===== config.mk =====
export PLATFORM = sky130hd
export DESIGN_NAME = strs_front
export DESIGN_NICKNAME = d
export VERILOG_FILES = /design/src/strs_pkg.sv /design/src/strs_front.sv
export SDC_FILE = /design/constraint.sdc
export NUM_CORES = 1
export LEC_CHECK = 0
export ABC_CLOCK_PERIOD_IN_PS = 6100
export BUFFER_PORTS_ARGS = -buffer_cell sky130_fd_sc_hd__buf_4
export CAP_MARGIN = 20
export CORE_MARGIN = 2
export CORE_UTILIZATION = 40
export DETAILED_ROUTE_END_ITERATION = 8
export PLACE_DENSITY = 0.59
export SETUP_SLACK_MARGIN = 0.2
export SYNTH_ARGS = -nofsm -noshare
export SYNTH_HDL_FRONTEND = slang
export SYNTH_SLANG_ARGS = --single-unit

===== constraint.sdc =====
create_clock -name clk_i -period 6.1 [get_ports clk_i]
set_input_delay 1.22 -clock clk_i [delete_from_list [all_inputs] [get_ports clk_i]]
set_output_delay 1.22 -clock clk_i [all_outputs]
set_load 0.03 [all_outputs]

===== src/strs_pkg.sv =====
`timescale 1ns / 1ps
// ----------------------------------------------------------------------------
// strs_pkg: shared types and constants of the range-sum tree
// ops codes, widths, queue entry type and sequencer states
// ----------------------------------------------------------------------------
package strs_pkg;

  localparam int unsigned MaxElements = 1024;
  localparam int unsigned IdxW        = 10;
  localparam int unsigned NodeW       = IdxW + 1;
  localparam int unsigned NodeDepth   = 2 * MaxElements;
  localparam int unsigned CountW      = 11;
  localparam int unsigned DataW       = 32;
  localparam int unsigned QDepth      = 2;

  typedef enum logic [1:0] {
    OpLoad     = 2'd0,
    OpWithdraw = 2'd1,
    OpDeposit  = 2'd2,
    OpSum      = 2'd3
  } op_e;

  // classified command handed from front to back
  typedef struct packed {
    op_e              op;
    logic             err;
    logic             empty;
    logic [IdxW-1:0]  lo;
    logic [IdxW-1:0]  hi;
    logic [DataW-1:0] amount;
  } cmd_t;

  typedef enum logic [3:0] {
    StClear,
    StIdle,
    StLeafRd,
    StLeafWt,
    StUpRd,
    StUpWt0,
    StUpWt1,
    StSumStep,
    StSumRdL,
    StSumRdR,
    StSumWtL,
    StSumWtR,
    StDone
  } state_e;

endpackage


===== src/strs_front.sv =====
`timescale 1ns / 1ps
// ----------------------------------------------------------------------------
// strs_front: input classifier and command queue
// checks index ranges against the element count and queues commands
// ----------------------------------------------------------------------------
module strs_front (
  input  logic                         clk_i,
  input  logic                         rst_ni,
  input  logic [strs_pkg::CountW-1:0]  count_i,
  input  logic                         in_valid_i,
  output logic                         in_ready_o,
  input  logic [1:0]                   in_op_i,
  input  logic [strs_pkg::IdxW-1:0]    in_index_i,
  input  logic [strs_pkg::IdxW-1:0]    in_end_i,
  input  logic [strs_pkg::DataW-1:0]   in_amount_i,
  output logic                         cmd_valid_o,
  input  logic                         cmd_ready_i,
  output strs_pkg::cmd_t               cmd_o
);

  strs_pkg::cmd_t cmd_q [strs_pkg::QDepth];
  logic           wr_ptr_q, wr_ptr_d, rd_ptr_q, rd_ptr_d;
  logic [1:0]     fill_q, fill_d;
  logic [strs_pkg::NodeW-1:0] n_eff;
  strs_pkg::cmd_t cmd_new;
  logic           push, pop;

  always_comb begin
    n_eff = (count_i > strs_pkg::CountW'(strs_pkg::MaxElements)) ?
            strs_pkg::NodeW'(strs_pkg::MaxElements) : strs_pkg::NodeW'(count_i);
    cmd_new.op     = strs_pkg::op_e'(in_op_i);
    cmd_new.lo     = in_index_i;
    cmd_new.hi     = in_end_i;
    cmd_new.amount = in_amount_i;
    cmd_new.err    = ({1'b0, in_index_i} >= n_eff) ||
                     ((cmd_new.op == strs_pkg::OpSum) && ({1'b0, in_end_i} >= n_eff));
    cmd_new.empty  = (in_index_i > in_end_i);
  end

  assign in_ready_o  = (fill_q != 2'(strs_pkg::QDepth));
  assign push        = in_valid_i && in_ready_o;
  assign cmd_valid_o = (fill_q != 2'd0);
  assign pop         = cmd_valid_o && cmd_ready_i;
  assign cmd_o       = cmd_q[rd_ptr_q];

  always_comb begin
    wr_ptr_d = push ? ~wr_ptr_q : wr_ptr_q;
    rd_ptr_d = pop ? ~rd_ptr_q : rd_ptr_q;
    fill_d   = fill_q + 2'(push) - 2'(pop);
  end

  always_ff @(posedge clk_i or negedge rst_ni) begin
    if (!rst_ni) begin
      wr_ptr_q <= 1'b0;
      rd_ptr_q <= 1'b0;
      fill_q   <= 2'd0;
    end else begin
      wr_ptr_q <= wr_ptr_d;
      rd_ptr_q <= rd_ptr_d;
      fill_q   <= fill_d;
    end
  end

  always_ff @(posedge clk_i) begin
    if (push) begin
      cmd_q[wr_ptr_q] <= cmd_new;
    end
  end

endmodule


==> metrics.log <==
[metrics] Detailed Place HPWL: 6540 µm
[metrics] clock group share of total power: 27.3%
[metrics] Final WS setup: about 2700 ps
[metrics] TritonCTS Buffers: 17
[metrics] Worst Path Class, Setup: reg -> out
[metrics] flip-flop cell with the highest count after synthesis: sky130_fd_sc_hd__edfxtp_1
[metrics] number of enable-type register cells in the synthesized netlist: approximately 110
[metrics] worst slack after detailed placement: 3040 ps
[metrics] switching pwr: 1.06 mW
[metrics] routed metal-1 wire length: 4340 µm
[metrics] # IOs: 127
[metrics] Critical R2R Capture: cmd_q[0][0]
[metrics] setup TNS after final layout: 0 ps
[metrics] post-layout minimum cycle time: 3430 ps
[metrics] number of nets at the end of the flow: 527
[metrics] cell seen most often among critical-path stages: sky130_fd_sc_hd__buf_4
[metrics] fraction of the yosys area taken by sequential cells: 69.8%
[metrics] kind of end point of the critical path: output pin
[metrics] Resized Gates After CTS: 0
[metrics] status: completed
[metrics] reported max-cap violation count: 0
[metrics] total count of hold-check failures in the final report: 0
[metrics] number of antenna violations at the first check in global routing: 0
[metrics] gr ovfl total: 0
[metrics] post-synthesis async set-or-reset flop share: ~3.4%
[metrics] headroom to the max-slew limit: between 40% and 50%
[metrics] Buffers on Ports: between 100 and 150
[metrics] number of vias per cell: 4.71
[metrics] final clock skew: 4.52 ps
[metrics] final cycle utilization of the critical path: 56.2%
[metrics] Critical Path Fanout Max: 38
[metrics] post-synthesis area per instance: 17.4 µm²
[metrics] list of cells traversed by the critical path: buf_4 > mux2_1 > buf_4
[metrics] die height: ~120 µm
[metrics] global-route wire length before repair: 14600 µm
[metrics] total die area: 13300 µm²
[metrics] endpoint required time on the critical path: 4880 ps
[metrics] library cells used by synthesis: 30
[metrics] Non-Filler Cell Area, Final: 6620 µm²
[metrics] clk slew on worst S/H paths: around 50 ps
[metrics] number of detailed-routing iterations run before antenna repair: 6
[metrics] number of cells on the worst reg-to-reg path: 4
[metrics] number of global-route vias before repair: ~2800
[metrics] Leak: 2.64 nW
[metrics] slowest cell on the critical path: sky130_fd_sc_hd__dfrtp_2
[metrics] count of warnings emitted by yosys: 0
[metrics] setup violation total in the final timing report: 0
[metrics] total routing usage reported by global routing: 15.0%
[metrics] TritonCTS clock tree: built
[metrics] Highest Signal Layer: met4
[metrics] P per Cell Area: 474 nW/µm²
[metrics] buffer count from post-CTS setup fixing: 0
[metrics] min-delay src: fill_q[1]
[metrics] count of vias placed by the detailed router: roughly 2800
[metrics] worst hold path class: reg -> reg
[metrics] library cell used as clock root buffer: sky130_fd_sc_hd__clkbuf_16
[metrics] initial detailed-routing violation count: 121
[metrics] TritonCTS sink count: 116
[metrics] net count after synthesis: slightly below 400
[metrics] part of the power in registers: roughly 37%
[metrics] Worst setup SP type: flop
[metrics] unrepaired setup endpoints after global routing: false
[metrics] area overhead of the layout relative to synthesis: 33.3%
[metrics] highest ir drop seen on vdd: 0.233 mV
[metrics] Synth Instances: 285
[metrics] Total Wirelength: 9570 µm
[metrics] Clk Latency, worst-skew pair: roughly 400 ps
[metrics] switching power as a share of total power: 33.7%
[metrics] count of state elements after synthesis: 116
[metrics] worst hold path stage count: 1
[metrics] share of the synthesized area in the top cell type: 67.7%
[metrics] Filler Cell Count: 1031
[metrics] deepest clock path buffer count: 2
[metrics] actual transition at the worst max-transition pin: 777 ps
[metrics] largest net degree at the start of global routing: 57
[metrics] synthesized cell area: between 4000 and 5000 µm²
[metrics] cell type contributing the most total cell area after synthesis: sky130_fd_sc_hd__edfxtp_1
[metrics] internal power summed over all cells: about 2.1 mW
[metrics] count of antenna diodes in the layout: 0
[metrics] top cells by area, synth: sky130_fd_sc_hd__edfxtp_1 68%, sky130_fd_sc_hd__ha_1 8.1%, sky130_fd_sc_hd__mux2_1 6.8%
[metrics] drc violations: 0
[metrics] detailed route wirelength on metal2: 4480 µm
[metrics] most frequent cells in the layout: 129 x sky130_fd_sc_hd__buf_4, 112 x sky130_fd_sc_hd__edfxtp_1, 32 x sky130_fd_sc_hd__ha_1
[metrics] Initial Util: 41.2%
[metrics] delay of the slowest critical-path stage: roughly 670 ps
[metrics] fraction of layout cells with a size suffix above 1: 41.9%
[metrics] placed standard-cell area: 6110 µm²
[metrics] achievable clock frequency: about 290 MHz
[metrics] Routability Congestion: between 0.7 and 0.8
[metrics] WL/cell: 15.8 µm
[metrics] arrival time reported for the critical path endpoint: 2210 ps
[metrics] number of rows created at floorplan: 40
[metrics] die outline width: between 100 and 150 µm
[metrics] endpoint of the worst hold path: fill_q[1]
[metrics] placeable core area: between 10000 and 15000 µm²
[metrics] Reg2Reg Setup Slack: between 3000 and 4000 ps
[metrics] number of pins exceeding their max-slew limit in the final report: 0
[metrics] number of H-tree levels: 4
[metrics] wire length on met3: 579 µm
[metrics] most common cell after layout, fill and taps aside: sky130_fd_sc_hd__buf_4
[metrics] Post-CTS Hold Fix Bufs: 0
[metrics] number of nets with antenna violations after routing: 0
[metrics] Comb power frac: roughly 36%
[metrics] source of the worst register-to-register timing path: fill_q[1]
## flip-flops by register name (all words and copies together), names as in the netlist
signal	flops
rd_ptr_q	1
wr_ptr_q	1
cmd_q	112
fill_q	2
## power by group through the flow
stage / Clock [mW] / Sequential (mW) / Combinational [mW]
finish: 0.857 / 1.16 / 1.12
global route: 0.914 / 1.18 / 1.20
CTS: 0.878 / 1.17 / 1.14
detailed placement: 0 / 1.18 / 1.14
global placement: 0 / 1.18 / 1.14
floorplan: 0 / 1.15 / 0.768
## layout make-up
class | count | area [µm²] | share of cell area [%]
multi-input combinational | 149 | 1420 | 21.5
clock inverter | 8 | 62.6 | 0.945
timing repair buffer | 129 | 968 | 14.6
inverter | 13 | 48.8 | 0.737
tap | 168 | 210 | 3.18
sequential | 116 | 3460 | 52.3
clock buffer | 22 | 444 | 6.71
## cells in the mapped netlist, types with 2 or more instances
cell / number
sky130_fd_sc_hd__nand3_1: 5
sky130_fd_sc_hd__ha_1: 32
sky130_fd_sc_hd__a21o_1: 5
sky130_fd_sc_hd__dfrtp_1: 4
sky130_fd_sc_hd__a31oi_1: 2
sky130_fd_sc_hd__nand4_1: 3
sky130_fd_sc_hd__nand2_1: 3
sky130_fd_sc_hd__nor2_1: 4
sky130_fd_sc_hd__xnor2_1: 3
sky130_fd_sc_hd__nand2b_1: 12
sky130_fd_sc_hd__buf_4: 3
sky130_fd_sc_hd__edfxtp_1: 112
sky130_fd_sc_hd__buf_2: 3
sky130_fd_sc_hd__inv_1: 13
sky130_fd_sc_hd__o21ai_0: 2
sky130_fd_sc_hd__a21oi_1: 9
sky130_fd_sc_hd__and3_1: 3
sky130_fd_sc_hd__mux2_1: 30
sky130_fd_sc_hd__mux2_2: 26
## worst max-delay path by stage
stage / start / end / slack [ps] / cells past startpoint
2_1_floorplan: in_valid_i / cmd_q[0][0] / 1960 / 2
3_5_place_dp: rd_ptr_q / cmd_o[10] / 3040 / 3
3_3_place_gp: rd_ptr_q / cmd_o[22] / 3030 / 3
4_1_cts: rd_ptr_q / cmd_o[22] / 2590 / 3
6_report: rd_ptr_q / cmd_o[23] / 2670 / 3
5_1_grt: rd_ptr_q / cmd_o[10] / 2530 / 3
## per-layer routing
metal | up-vias | global-route usage (%)
met3 | 16 | 4.24
met4 | 0 | 7.71
met5 | - | 0
met2 | 98 | 22.9
li1 | 1380 | -
met1 | 1354 | 19.7
## cell families (layout without fill, tap and decap cells)
logic type / count (synthesis) / in the layout / share of synthesized area (%)
AO/OA/AOI/OAI: 23 / 23 / 3.18
XOR/XNOR: 4 / 4 / 0.706
adder cells (fa/ha/maj): 32 / 32 / 8.06
buffers and inverters: 20 / 172 / 1.81
flip-flops: 116 / 116 / 69.8
multiplexers: 56 / 56 / 12.7
AND/OR/NAND/NOR: 34 / 34 / 3.78
## metrics by stage
step                      utilization [%]  power [mW]  instances  hold WS, ps
after floorplan                         -        1.92        285          460
after global placement               50.7        2.32        575          480
after detailed placement             50.7        2.32        575          493
after CTS                            54.9        3.19        605          504
after global routing                 54.9        3.30        605          534
final                                54.9        3.14        605          499
## worst max-delay path: cells and delay by family, from the launching register on
family	cells	cell delay, ps
buffers and inverters	2	700
DFF	1	670
muxes	1	400
(Power assumes the default switching activity.)
